`src/hdl/jsef_pkg.sv`:
```
`default_nettype none
// ----------------------------------------------------------------------------
// jsef_pkg
// Shared types and constants for the JPEG SOI/EOI framer.
// ----------------------------------------------------------------------------
package jsef_pkg;

    // Width of the slot byte counter
    localparam int COUNT_BITS = 16;
    // Width used for slot limit compares (never narrower than the register)
    localparam int LIM_W = (COUNT_BITS > 16) ? COUNT_BITS : 16;
    localparam logic [LIM_W-1:0] COUNT_MAX = LIM_W'({COUNT_BITS{1'b1}});

    localparam logic [7:0] MARK_PREFIX = 8'hFF;
    localparam logic [7:0] MARK_SOI    = 8'hD8;
    localparam logic [7:0] MARK_EOI    = 8'hD9;

    // Register map: byte address bit 2 selects the register
    localparam logic REG_BUFFER_SIZE = 1'b0;
    localparam logic [15:0] BUFFER_SIZE_RST = 16'd40960;

    typedef enum logic [2:0] {
        ST_BUSY      = 3'd0,
        ST_COMPLETE  = 3'd1,
        ST_CLOSED    = 3'd2,
        ST_BAD_HDR   = 3'd3,
        ST_NO_FOOTER = 3'd4
    } t_status;

    typedef enum logic [2:0] {
        PH_HEADER = 3'b001,
        PH_BODY   = 3'b010,
        PH_PAD    = 3'b100
    } t_phase;

    typedef struct packed {
        logic       kind;
        logic [7:0] data_byte;
    } t_item;

    typedef struct packed {
        logic        store_valid;
        logic [15:0] store_index;
        logic [7:0]  store_byte;
        t_status     status;
        logic [15:0] jpeg_len;
        logic        last;
    } t_result;

    // Up to three result words for one input word
    typedef struct packed {
        t_result [2:0] res;
        logic [1:0]    count;
    } t_burst;

endpackage
`default_nettype wire

```
`src/hdl/jsef_in_skid.sv`:
```
`default_nettype none
// ----------------------------------------------------------------------------
// jsef_in_skid
// Input register with a skid entry, so that stall is a plain register.
// ----------------------------------------------------------------------------
module jsef_in_skid (
    input  wire logic           i_clk,
    input  wire logic           i_rst_n,
    input  wire logic           i_valid,
    input  wire logic           i_kind,
    input  wire logic [7:0]     i_data_byte,
    output logic                o_stall,
    input  wire logic           i_take,
    output logic                o_head_valid,
    output jsef_pkg::t_item     o_head
);

    logic            r_main_valid, n_main_valid;
    logic            r_skid_valid, n_skid_valid;
    jsef_pkg::t_item r_main, n_main;
    jsef_pkg::t_item r_skid, n_skid;
    jsef_pkg::t_item w_new;
    logic            w_acc;

    assign w_new.kind      = i_kind;
    assign w_new.data_byte = i_data_byte;
    assign w_acc           = i_valid && !r_skid_valid;

    always_comb begin
        n_main_valid = r_main_valid;
        n_skid_valid = r_skid_valid;
        n_main       = r_main;
        n_skid       = r_skid;
        if (i_take) begin
            if (r_skid_valid) begin
                n_main       = r_skid;
                n_skid_valid = 1'b0;
            end else begin
                n_main       = w_new;
                n_main_valid = w_acc;
            end
        end else if (w_acc) begin
            if (r_main_valid) begin
                n_skid       = w_new;
                n_skid_valid = 1'b1;
            end else begin
                n_main       = w_new;
                n_main_valid = 1'b1;
            end
        end
    end

    always_ff @(posedge i_clk) begin
        if (!i_rst_n) begin
            r_main_valid <= 1'b0;
            r_skid_valid <= 1'b0;
        end else begin
            r_main_valid <= n_main_valid;
            r_skid_valid <= n_skid_valid;
        end
        r_main <= n_main;
        r_skid <= n_skid;
    end

    assign o_stall      = r_skid_valid;
    assign o_head_valid = r_main_valid;
    assign o_head       = r_main;

endmodule
`default_nettype wire

```
`src/hdl/jsef_step.sv`:
```
`default_nettype none
// ----------------------------------------------------------------------------
// jsef_step
// Frame state and the per-word marker check; builds the result burst.
// ----------------------------------------------------------------------------
module jsef_step (
    input  wire logic            i_clk,
    input  wire logic            i_rst_n,
    input  wire logic            i_adv,
    input  wire jsef_pkg::t_item i_item,
    input  wire logic [15:0]     i_buffer_size,
    output jsef_pkg::t_burst     o_burst
);

    localparam int CB = jsef_pkg::COUNT_BITS;
    localparam int LW = jsef_pkg::LIM_W;

    jsef_pkg::t_phase r_phase, n_phase;
    logic [1:0]       r_hdr_cnt, n_hdr_cnt;
    logic [7:0]       r_hdr0, n_hdr0;
    logic [7:0]       r_hdr1, n_hdr1;
    logic [CB-1:0]    r_byte_cnt, n_byte_cnt;
    logic             r_marker, n_marker;
    logic [CB-1:0]    r_found_len, n_found_len;

    logic [LW-1:0]    w_bsize;
    logic [LW-1:0]    w_limit;
    logic [CB-1:0]    w_cnt_inc;
    logic             w_full;
    logic             w_found;
    logic [7:0]       w_b;
    jsef_pkg::t_burst w_burst;

    assign w_bsize   = LW'(i_buffer_size);
    assign w_limit   = (w_bsize < jsef_pkg::COUNT_MAX) ? w_bsize : jsef_pkg::COUNT_MAX;
    assign w_b       = i_item.data_byte;
    assign w_cnt_inc = r_byte_cnt + 1'b1;
    assign w_full    = LW'(w_cnt_inc) >= w_limit;
    assign w_found   = r_marker && (w_b == jsef_pkg::MARK_EOI);

    always_comb begin
        n_phase     = r_phase;
        n_hdr_cnt   = r_hdr_cnt;
        n_hdr0      = r_hdr0;
        n_hdr1      = r_hdr1;
        n_byte_cnt  = r_byte_cnt;
        n_marker    = r_marker;
        n_found_len = r_found_len;
        w_burst     = '0;
        w_burst.count = 2'd1;
        w_burst.res[0].last   = 1'b1;
        w_burst.res[0].status = jsef_pkg::ST_BUSY;
        w_burst.res[1].status = jsef_pkg::ST_BUSY;
        w_burst.res[2].status = jsef_pkg::ST_BUSY;

        if (i_item.kind) begin
            n_phase     = jsef_pkg::PH_HEADER;
            n_hdr_cnt   = '0;
            n_hdr0      = '0;
            n_hdr1      = '0;
            n_byte_cnt  = '0;
            n_marker    = 1'b0;
            n_found_len = '0;
            w_burst.res[0].status = jsef_pkg::ST_CLOSED;
        end else begin
            unique case (r_phase)
                jsef_pkg::PH_HEADER: begin
                    if (r_hdr_cnt != 2'd2) begin
                        // hold the first two header bytes
                        if (r_hdr_cnt[0]) n_hdr1 = w_b;
                        else              n_hdr0 = w_b;
                        n_hdr_cnt = r_hdr_cnt + 2'd1;
                    end else if (r_hdr0 != jsef_pkg::MARK_PREFIX
                              || r_hdr1 != jsef_pkg::MARK_SOI
                              || w_b != jsef_pkg::MARK_PREFIX) begin
                        n_hdr_cnt = '0;
                        n_hdr0    = '0;
                        n_hdr1    = '0;
                        w_burst.res[0].status = jsef_pkg::ST_BAD_HDR;
                    end else begin
                        w_burst.count = 2'd3;
                        w_burst.res[0].store_valid = 1'b1;
                        w_burst.res[0].store_index = 16'd0;
                        w_burst.res[0].store_byte  = r_hdr0;
                        w_burst.res[0].last        = 1'b0;
                        w_burst.res[1].store_valid = 1'b1;
                        w_burst.res[1].store_index = 16'd1;
                        w_burst.res[1].store_byte  = r_hdr1;
                        w_burst.res[2].store_valid = 1'b1;
                        w_burst.res[2].store_index = 16'd2;
                        w_burst.res[2].store_byte  = w_b;
                        w_burst.res[2].last        = 1'b1;
                        n_hdr_cnt = '0;
                        n_hdr0    = '0;
                        n_hdr1    = '0;
                        if (w_limit <= LW'(3)) begin
                            w_burst.res[2].status = jsef_pkg::ST_NO_FOOTER;
                        end else begin
                            n_phase    = jsef_pkg::PH_BODY;
                            n_byte_cnt = CB'(3);
                            n_marker   = 1'b0;
                        end
                    end
                end
                jsef_pkg::PH_BODY: begin
                    w_burst.res[0].store_valid = 1'b1;
                    w_burst.res[0].store_index = 16'(r_byte_cnt);
                    w_burst.res[0].store_byte  = w_b;
                    n_byte_cnt = w_cnt_inc;
                    // FF FF keeps the marker armed
                    n_marker = !w_found && (w_b == jsef_pkg::MARK_PREFIX);
                    if (w_found && w_full) begin
                        w_burst.res[0].status   = jsef_pkg::ST_COMPLETE;
                        w_burst.res[0].jpeg_len = 16'(w_cnt_inc);
                    end else if (w_found) begin
                        n_found_len = w_cnt_inc;
                        n_phase     = jsef_pkg::PH_PAD;
                    end else if (w_full) begin
                        w_burst.res[0].status = jsef_pkg::ST_NO_FOOTER;
                    end
                    if (w_full) begin
                        n_phase     = jsef_pkg::PH_HEADER;
                        n_byte_cnt  = '0;
                        n_marker    = 1'b0;
                        n_found_len = '0;
                    end
                end
                default: begin
                    w_burst.res[0].store_valid = 1'b1;
                    w_burst.res[0].store_index = 16'(r_byte_cnt);
                    w_burst.res[0].store_byte  = w_b;
                    n_byte_cnt = w_cnt_inc;
                    if (w_full) begin
                        w_burst.res[0].status   = jsef_pkg::ST_COMPLETE;
                        w_burst.res[0].jpeg_len = 16'(r_found_len);
                        n_phase     = jsef_pkg::PH_HEADER;
                        n_byte_cnt  = '0;
                        n_marker    = 1'b0;
                        n_found_len = '0;
                    end
                end
            endcase
        end
    end

    always_ff @(posedge i_clk) begin
        if (!i_rst_n) begin
            r_phase     <= jsef_pkg::PH_HEADER;
            r_hdr_cnt   <= '0;
            r_hdr0      <= '0;
            r_hdr1      <= '0;
            r_byte_cnt  <= '0;
            r_marker    <= 1'b0;
            r_found_len <= '0;
        end else if (i_adv) begin
            r_phase     <= n_phase;
            r_hdr_cnt   <= n_hdr_cnt;
            r_hdr0      <= n_hdr0;
            r_hdr1      <= n_hdr1;
            r_byte_cnt  <= n_byte_cnt;
            r_marker    <= n_marker;
            r_found_len <= n_found_len;
        end
    end

    assign o_burst = w_burst;

endmodule
`default_nettype wire

```
`src/hdl/jsef_out_burst.sv`:
```
`default_nettype none
// ----------------------------------------------------------------------------
// jsef_out_burst
// Result register: holds one burst and plays it out one word per handshake.
// ----------------------------------------------------------------------------
module jsef_out_burst (
    input  wire logic             i_clk,
    input  wire logic             i_rst_n,
    input  wire logic             i_load,
    input  wire jsef_pkg::t_burst i_burst,
    output logic                  o_can_load,
    output logic                  o_valid,
    input  wire logic             i_stall,
    output jsef_pkg::t_result     o_res,
    output logic [1:0]            o_remain
);

    logic                    r_valid, n_valid;
    logic [1:0]              r_pos, n_pos;
    logic [1:0]              r_rem, n_rem;
    jsef_pkg::t_result [2:0] r_q, n_q;

    assign o_can_load = !r_valid || (!i_stall && r_rem == 2'd0);

    always_comb begin
        n_valid = r_valid;
        n_pos   = r_pos;
        n_rem   = r_rem;
        n_q     = r_q;
        if (i_load) begin
            n_q     = i_burst.res;
            n_pos   = 2'd0;
            n_rem   = i_burst.count - 2'd1;
            n_valid = 1'b1;
        end else if (r_valid && !i_stall) begin
            if (r_rem != 2'd0) begin
                n_pos = r_pos + 2'd1;
                n_rem = r_rem - 2'd1;
            end else begin
                n_valid = 1'b0;
            end
        end
    end

    always_ff @(posedge i_clk) begin
        if (!i_rst_n) begin
            r_valid <= 1'b0;
            r_pos   <= '0;
            r_rem   <= '0;
        end else begin
            r_valid <= n_valid;
            r_pos   <= n_pos;
            r_rem   <= n_rem;
        end
        r_q <= n_q;
    end

    always_comb begin
        unique case (r_pos)
            2'd1:    o_res = r_q[1];
            2'd2:    o_res = r_q[2];
            default: o_res = r_q[0];
        endcase
    end

    assign o_valid  = r_valid;
    assign o_remain = r_rem;

endmodule
`default_nettype wire

```
`src/hdl/jpeg_soi_eoi_framer_core.sv`:
```
`default_nettype none
// ----------------------------------------------------------------------------
// jpeg_soi_eoi_framer_core
// Frames a byte stream into fixed-size JPEG slots, checking SOI and EOI.
// ----------------------------------------------------------------------------
// Each input word carries either a received byte or a stream-closed event.
// The first three bytes of a slot must be FF D8 FF; once they are, they come
// out as three store words at slot positions 0, 1 and 2. Later bytes come out
// as one store word each while the logic watches for FF D9; the position just
// past D9 is the image length. Padding bytes follow until buffer_size bytes
// have been stored, and the last store word of the slot reports completion
// with the image length. A slot that fills before the end marker reports a
// missing footer, a bad header reports status 3 with nothing stored, and a
// stream-closed word reports status 2 and restarts the slot. Every input word
// yields one result word, except the word that completes a good header, which
// yields three; o_last marks the final result word of each input word.
// Rate: one input word per cycle while the result channel is not stalled, one
// result word per cycle out. A good-header word holds the result register
// until its three result words have gone out, so the input side stalls once
// the two-entry input buffer fills. An accepted word passes through the input
// register, then the result register, on its way out. buffer_size (APB
// address 0, reset 40960) may only be written while no word is in flight.
// ----------------------------------------------------------------------------
module jpeg_soi_eoi_framer_core (
    input  wire logic        i_clk,
    input  wire logic        i_rst_n,
    // configuration port
    input  wire logic        psel,
    input  wire logic        penable,
    input  wire logic        pwrite,
    input  wire logic [2:0]  paddr,
    input  wire logic [31:0] pwdata,
    output logic [31:0]      prdata,
    output logic             pready,
    // input channel
    input  wire logic        i_in_valid,
    output logic             o_in_stall,
    input  wire logic        i_kind,
    input  wire logic [7:0]  i_data_byte,
    // result channel
    output logic             o_out_valid,
    input  wire logic        i_out_stall,
    output logic             o_store_valid,
    output logic [15:0]      o_store_index,
    output logic [7:0]       o_store_byte,
    output logic [2:0]       o_status,
    output logic [15:0]      o_jpeg_len,
    output logic             o_last
);

    logic [15:0]       r_buffer_size;
    logic              w_cfg_wr;
    logic              w_head_valid;
    jsef_pkg::t_item   w_head;
    logic              w_can_load;
    logic              w_adv;
    jsef_pkg::t_burst  w_burst;
    jsef_pkg::t_result w_res;
    logic [1:0]        w_remain;

    // Register write on the access phase
    assign pready   = 1'b1;
    assign w_cfg_wr = psel && penable && pwrite && (paddr[2] == jsef_pkg::REG_BUFFER_SIZE);

    always_ff @(posedge i_clk) begin
        if (!i_rst_n) begin
            r_buffer_size <= jsef_pkg::BUFFER_SIZE_RST;
        end else if (w_cfg_wr) begin
            r_buffer_size <= pwdata[15:0];
        end
    end

    assign prdata = (paddr[2] == jsef_pkg::REG_BUFFER_SIZE) ? {16'd0, r_buffer_size} : 32'd0;

    // Input register plus skid entry
    jsef_in_skid u_in (
        .i_clk        (i_clk),
        .i_rst_n      (i_rst_n),
        .i_valid      (i_in_valid),
        .i_kind       (i_kind),
        .i_data_byte  (i_data_byte),
        .o_stall      (o_in_stall),
        .i_take       (w_adv),
        .o_head_valid (w_head_valid),
        .o_head       (w_head)
    );

    // Advance the frame state when the result register can take a new burst
    assign w_adv = w_head_valid && w_can_load;

    jsef_step u_step (
        .i_clk         (i_clk),
        .i_rst_n       (i_rst_n),
        .i_adv         (w_adv),
        .i_item        (w_head),
        .i_buffer_size (r_buffer_size),
        .o_burst       (w_burst)
    );

    jsef_out_burst u_out (
        .i_clk      (i_clk),
        .i_rst_n    (i_rst_n),
        .i_load     (w_adv),
        .i_burst    (w_burst),
        .o_can_load (w_can_load),
        .o_valid    (o_out_valid),
        .i_stall    (i_out_stall),
        .o_res      (w_res),
        .o_remain   (w_remain)
    );

    assign o_store_valid  = w_res.store_valid;
    assign o_store_index  = w_res.store_index;
    assign o_store_byte   = w_res.store_byte;
    assign o_status       = w_res.status;
    assign o_jpeg_len     = w_res.jpeg_len;
    assign o_last         = w_res.last;

`ifndef SYNTHESIS
    // Words still queued in a burst imply a word is on show
    a_remain_valid: assert property (@(posedge i_clk) disable iff (!i_rst_n)
        (w_remain != 2'd0) |-> o_out_valid)
        else $error("burst remainder without valid result");

    // Only the final word of a burst carries last
    a_last_final: assert property (@(posedge i_clk) disable iff (!i_rst_n)
        (o_out_valid && w_remain != 2'd0) |-> !o_last)
        else $error("last raised before end of burst");

    // The input stall is raised only while the input register is occupied
    a_stall_main: assert property (@(posedge i_clk) disable iff (!i_rst_n)
        o_in_stall |-> w_head_valid)
        else $error("skid entry filled with empty input register");

    // Image length is reported only with completion
    a_len_complete: assert property (@(posedge i_clk) disable iff (!i_rst_n)
        (o_out_valid && o_status != jsef_pkg::ST_COMPLETE) |-> (o_jpeg_len == 16'd0))
        else $error("image length outside completion");
`endif

endmodule
`default_nettype wire
```
`config.mk`:
```
export PLATFORM = sky130hd
export DESIGN_NAME = jpeg_soi_eoi_framer_core
export DESIGN_NICKNAME = d
export VERILOG_FILES = /design/src/hdl/jsef_pkg.sv /design/src/hdl/jsef_in_skid.sv /design/src/hdl/jsef_step.sv /design/src/hdl/jsef_out_burst.sv /design/src/hdl/jpeg_soi_eoi_framer_core.sv
export SDC_FILE = /design/constraint.sdc
export NUM_CORES = 1
export LEC_CHECK = 0
export BUFFER_PORTS_ARGS = -buffer_cell sky130_fd_sc_hd__buf_2
export CAP_MARGIN = 20
export CORE_MARGIN = 3
export CORE_UTILIZATION = 45
export CTS_BUF_LIST = sky130_fd_sc_hd__clkbuf_4 sky130_fd_sc_hd__clkbuf_8 sky130_fd_sc_hd__clkbuf_16
export DETAILED_ROUTE_END_ITERATION = 6
export GPL_TIMING_DRIVEN = 0
export PLACE_DENSITY = 0.77
export SLEW_MARGIN = 20
export SYNTH_ARGS = -nofsm -noshare
export SYNTH_HDL_FRONTEND = slang
export SYNTH_SLANG_ARGS = --single-unit
```
`constraint.sdc`:
```
create_clock -name i_clk -period 3.26 [get_ports i_clk]
set_input_delay 0.489 -clock i_clk [delete_from_list [all_inputs] [get_ports i_clk]]
set_output_delay 0.489 -clock i_clk [all_outputs]
set_load 0.03 [all_outputs]
```
# --- Word level (Yosys, flattened, before mapping) ---
# Cells that the tools add are included.
op_classes:
  addsub: 5
  magnitude_cmp: 3
  eq_ne: 22
  n_mux: 72
  n_bitwise: 4
  n_reduce_logical: 43
ops:
  columns: ["operator", "count"]
  rows:
  - ["16-bit two-way mux", 14]
  - ["45-bit case mux with 2 select lines", 1]
  - ["8-bit two-way mux", 8]
  - ["16-bit case mux with 2 select lines", 2]
  - ["28-bit two-way mux", 2]
  - ["28-bit case mux with 2 select lines", 1]
  - ["3-bit two-way mux", 13]
  - ["9-bit two-way mux", 4]
  - ["26-bit two-way mux", 1]
  - ["25-bit two-way mux", 1]
  - ["8-bit != test (second input constant)", 3]
  - ["2-bit two-way mux", 10]
  - ["17-bit two-way mux", 1]
  - ["16-bit by 1-bit adder with 16-bit output (second input constant)", 1]
  - ["8-bit == test (second input constant)", 2]
  - ["16-bit >= comparator", 1]
  - ["16-bit by 2-bit less-or-equal comparator with 1-bit output (second input constant)", 1]
  - ["16-bit less-than comparator (second input constant)", 1]
  - ["2-bit AND reduction", 7]
  - ["1-bit two-way mux", 12]
  - ["3-bit != test (second input constant)", 4]
  - ["1-bit logical AND", 10]
  - ["5-bit AND reduction", 2]
  - ["2-bit nonzero test", 5]
  - ["25 further kinds", 42]
word_totals:
  reg_bits: 194
  out_inout_bits: 80
  word_cells: 180

# --- Longest topological paths before layout ---
depth:
  ltp_word: 9
  ltp_mapped: 13
  mapped_depth_nobuf: 11

# --- Modules after synthesis ---
# From an unflattened synthesis, not the netlist that was laid out.
hier_totals:
  cells_unflattened: 991
  hier_area_um2: 10857.9
modules_own_cells:
  columns: ["mod", "n_inst", "cells_per_inst", "area_per_inst_um2", "seq_area_each_um2"]
  rows:
  - ["jsef_out_burst", 1, 320, 5129.9, 4154.0]
  - ["jsef_step", 1, 525, 4060.1, 1081.0]
  - ["jpeg_soi_eoi_framer_core", 1, 107, 923.4, 320.3]
  - ["jsef_in_skid", 1, 39, 744.5, 580.6]

# --- Least setup slack after synthesis ---
# Ideal clock, no wire load.
synth_path:
  path_kind: "reg-to-reg"
  from: "reg u_step.r_byte_cnt[2]"
  to: "reg u_step.r_found_len[13]"
  setup_ps: 59
  arrival_ps: 3056
  required_time_ps: 3201
  slack_ps: 145
  path_stages_with_launch: 13
  path_buffers: 1
  synth_period_minus_slack_ps: 3115
  cell_sequence: "dfxtp_1 > and3_1 > and4_1 > and3_1 > xor2_1 > ha_1 > a21oi_1 > nor3_1 > nor4_2 > nand3_4 > o41ai_2 > buf_6 > a22o_1"
synth_between:
  elab_chain_len: 6
  elab_cells_between_ends: 12
  classes_between: "add/sub: 1; order compare: 1; eq/ne: 1; mux: 5; reduce/logical: 4"
synth_rtl:
  columns: ["item", "line_no", "text"]
  rows:
  - ["start, declared", "jsef_step.sv:22", "logic [CB-1:0] r_byte_cnt, n_byte_cnt;"]
  - ["start signal, assigned", "jsef_step.sv:160", "r_byte_cnt <= n_byte_cnt;"]
  - ["16-bit by 1-bit adder with 16-bit output (*)", "jsef_step.sv:37", "assign w_cnt_inc = r_byte_cnt + 1'b1;"]
  - ["parallel branches: the longest is 5 deep, another holds 16-bit >= comparator", null, null]
  - ["end signal, assigned", "jsef_step.sv:162", "r_found_len <= n_found_len;"]
  - ["end, declared", "jsef_step.sv:24", "logic [CB-1:0] r_found_len, n_found_len;"]
# Mark *: on every way between the ends. The select of a mux whose other input is x is not followed.
# A chain may end at the register's enable or synchronous reset.

# --- Worst setup path in the final report ---
layout_path:
  from: "reg u_step.r_byte_cnt[3]"
  to: "reg u_step.r_found_len[5]"
# Same word-level chain as after synthesis.

==> results.ini <==
[floorplan]
die-width_um = 134.6
dieArea_um2 = 18120
rows = 46
initial_utilization = 0.4635
ios = 131
core-area_um2 = 16060
die_h_um = 134.6

[global_route]
grt_pass1_wl_um = 27740
grt_usage = 0.1930
grt_overflow_total = 0
antenna_found_initial = 0
grt_max_degree = 72
grt_pass1_vias = 5538

[final_layout]
diodes = 0
design_area_um2 = 9174
drive_gt1_frac = 0.2427
utilization = 0.5713
fillers = 1354
layoutNonFillerInstCount = 1139
fin_nets = 980
area_growth_pct = 23.27

[timing]
final-setup-viol-count = 0
tightest_slew_ps = 916.1
fmax_mhz = 307.3
max-slew-margin-rel = 0.3880
slew_viol_final = 0
skew_ps = 11.01
finalCritPeriodShare = 0.9983
period_minus_slack_ps = 3254
hold_slack_ps = 247.6
hold_violations = 0
rsz0062_at_grt = yes

[worst_setup_path]
worstPathArrival_ps = 3630
worst_r2r_path_depth = 14
path_class = reg -> reg
r2r_slack_ps = 6
timing.rr.end = u_step.r_found_len[5]
crit_fanout = 8
cp_num_buf_inv = 3
cp-startpoint = u_step.r_byte_cnt[3]
slowest_delay_ps = 360
crit_path_cell_trace = and3_4 > and3_4 > nand4_1 > xnor2_2 > ha_1 > nand4_1 > nor3_2 > nor4_2 > buf_4 > nand3_4 > nor4_4 > buf_4 > buf_6 > a22o_1
cpMaxStageDelayCell = dfxtp_4
crit_required_ps = 3630
start_kind = flip-flop
cp-end-kind = flip-flop
cp_top_family = simple AND/OR/NAND/NOR gates
r2r-start = u_step.r_byte_cnt[3]

[pwr]
power_mw = 4.625
powerDensity_nw_per_um2 = 504.2
sw_frac_of_total = 0.2418
p_int_mw = 3.507
combPwrFrac = 0.088
power.net_switching_mw = 1.118
seq_power_share = 0.475
ir_drop_mv = 0.2692
total_leakage_power_nw = 3.623
pwr-share-clk = 0.437

[route]
via_per_inst = 5.252
wl_um = 17610
vias = 5982
drc = 0
dr.pass1.iters = 6
antenna_left = 0
drt_iter0_markers = 459
routedWlPerCell_um = 15.46

[synth]
syn-mean-instance-area_um2 = 9.805
async_reset_ff_frac = 0
syn_inst = 759
ys_ff_latch = 158
yosysUniqueCellTypes = 57
seq_area_frac_synth = 0.5340
ys_warn_count = 0
synth_edf_count = 81
synth_area_um2 = 7442
synth_top_flop_cell = edfxtp_1

[placement]
port_buffers = 94
dp_hpwl_um = 12380
gp_congestion = 0.8621
placed_area_um2 = 8257
dp.cells = 1088

[clock_tree]
numClockSinks = 158
clock_path_buffers = 2
clk_latency_ps = 430
cts_buffers = 17
clk_pin_slew_worst_paths_ps = 60
cts_tree = yes
htree_levels = 4
clock-root-buffer = clkbuf_16

[hold_path]
holdCritPathClass = in -> reg
hold_path_depth = 1
hp-start = i_data_byte[4]
hold_path_end = u_in.r_skid[4]

[job]
drv_cap = 0

[status]
status = finished, final reports clean

## cell usage after synthesis (19+ instances only)
library cell	number	share of area
nand2_1	98	0.049
clkbuf_1	36	0.018
o21ai_0	21	0.014
ha_1	19	0.032
nor2_1	83	0.042
and2_1	37	0.031
a22oi_1	24	0.024
a21oi_1	47	0.032
inv_1	23	0.012
nor3_1	22	0.015
and3_1	22	0.018
dfxtp_1	77	0.21
edfxtp_1	81	0.33
## flip-flops by register name, summed over array words and instances (netlist names), 8 cells and up
register and cells:
u_in.r_skid 9, u_step.r_hdr1 8, u_in.o_head 9, u_step.r_byte_cnt 16, u_step.r_found_len 16, u_step.r_hdr0 8, u_out.r_q 63, r_buffer_size 16
## what timing repair did
item                       in CTS  in global routing
gates resized for setup        17                 26
setup endpoints to repair      52                 53
pin swaps                       5                 14
cloned                          0                  1
hold buffers                    0                  0
setup buffers                   5                 14
## cell type report
| type | instances | area (um2) | area share |
|---|---|---|---|
| sequential | 158 | 3996 | 0.4356 |
| timing repair buffer | 114 | 631.9 | 0.06888 |
| multi-input combinational | 533 | 3237 | 0.3528 |
| buffer | 60 | 324.1 | 0.03532 |
| tap | 216 | 270.3 | 0.02946 |
| clock inverter | 12 | 131.4 | 0.01432 |
| clock buffer | 20 | 483.0 | 0.05265 |
| inverter | 26 | 100.1 | 0.01091 |
## per-layer routing
metal | vias up | share of wire | global-route usage
li1 | 2967 | - | -
met1 | 2727 | 0.44 | 0.2662
met2 | 256 | 0.46 | 0.2975
met3 | 32 | 0.078 | 0.04844
met4 | 0 | 0.019 | 0.06900
met5 | - | 0 | 0
## worst max path at each step
| stage | endpoint | depth (start not counted) | slack, ps |
|---|---|---|---|
| after detailed placement | u_step.r_found_len[5] | 12 | -620 |
| final | u_step.r_found_len[5] | 14 | 6 |
| after global routing | u_step.r_found_len[7] | 14 | -120 |
| after global placement | u_step.r_found_len[8] | 12 | -530 |
| after floorplan | u_step.r_found_len[13] | 12 | 140 |
| after CTS | u_out.r_q[16] | 13 | 10 |
## power groups by stage
stage,sequential [mW],combinational (mW),clock (mW)
finish,2.20,0.407,2.02
global route,2.20,0.444,2.12
CTS,2.20,0.403,2.04
detailed placement,2.24,0.395,0
global placement,2.24,0.389,0
floorplan,2.23,0.283,0
## logic make-up (layout without fill, tap and decap cells)
group,count (synthesis),in the layout,synth area share
muxes,11,11,0.01631
xor gates and xnor gates,12,12,0.01412
buffers and inverters,87,232,0.05632
other,2,21,0.001009
AOI/OAI and AO/OA,140,140,0.1254
DFF,158,158,0.5340
adders and majority gates,19,19,0.03194
and+or+nand+nor,330,330,0.2209
## per-stage QoR
stage | setup WS, ps | TNS, ps
2_1_floorplan | 144.9 | 0
3_3_place_gp | -534.4 | -19190
3_5_place_dp | -618.5 | -19790
4_1_cts | 11.35 | 0
5_1_grt | -118.8 | -1721
6_report | 5.567 | 0
## layout by cell type, fill, tap and decap left out, drive strengths merged, types with 3 or more instances in the layout
master,n
inv,27
a22o,17
a32oi,9
nand4,9
clkbuf,55
xnor2,9
and3,22
ha,19
nor2,84
a21oi,47
nand2,99
xor2,3
edfxtp,81
nor3,23
or2,5
nand3,15
mux2,9
and2,37
nand4b,6
clkinv,6
nor4,8
o211ai,7
a22oi,24
dfxtp,77
clkinvlp,3
nand2b,3
buf,139
nor2b,10
o21ai,23
conb,21
No activity file was read; power rests on OpenSTA's default activity.
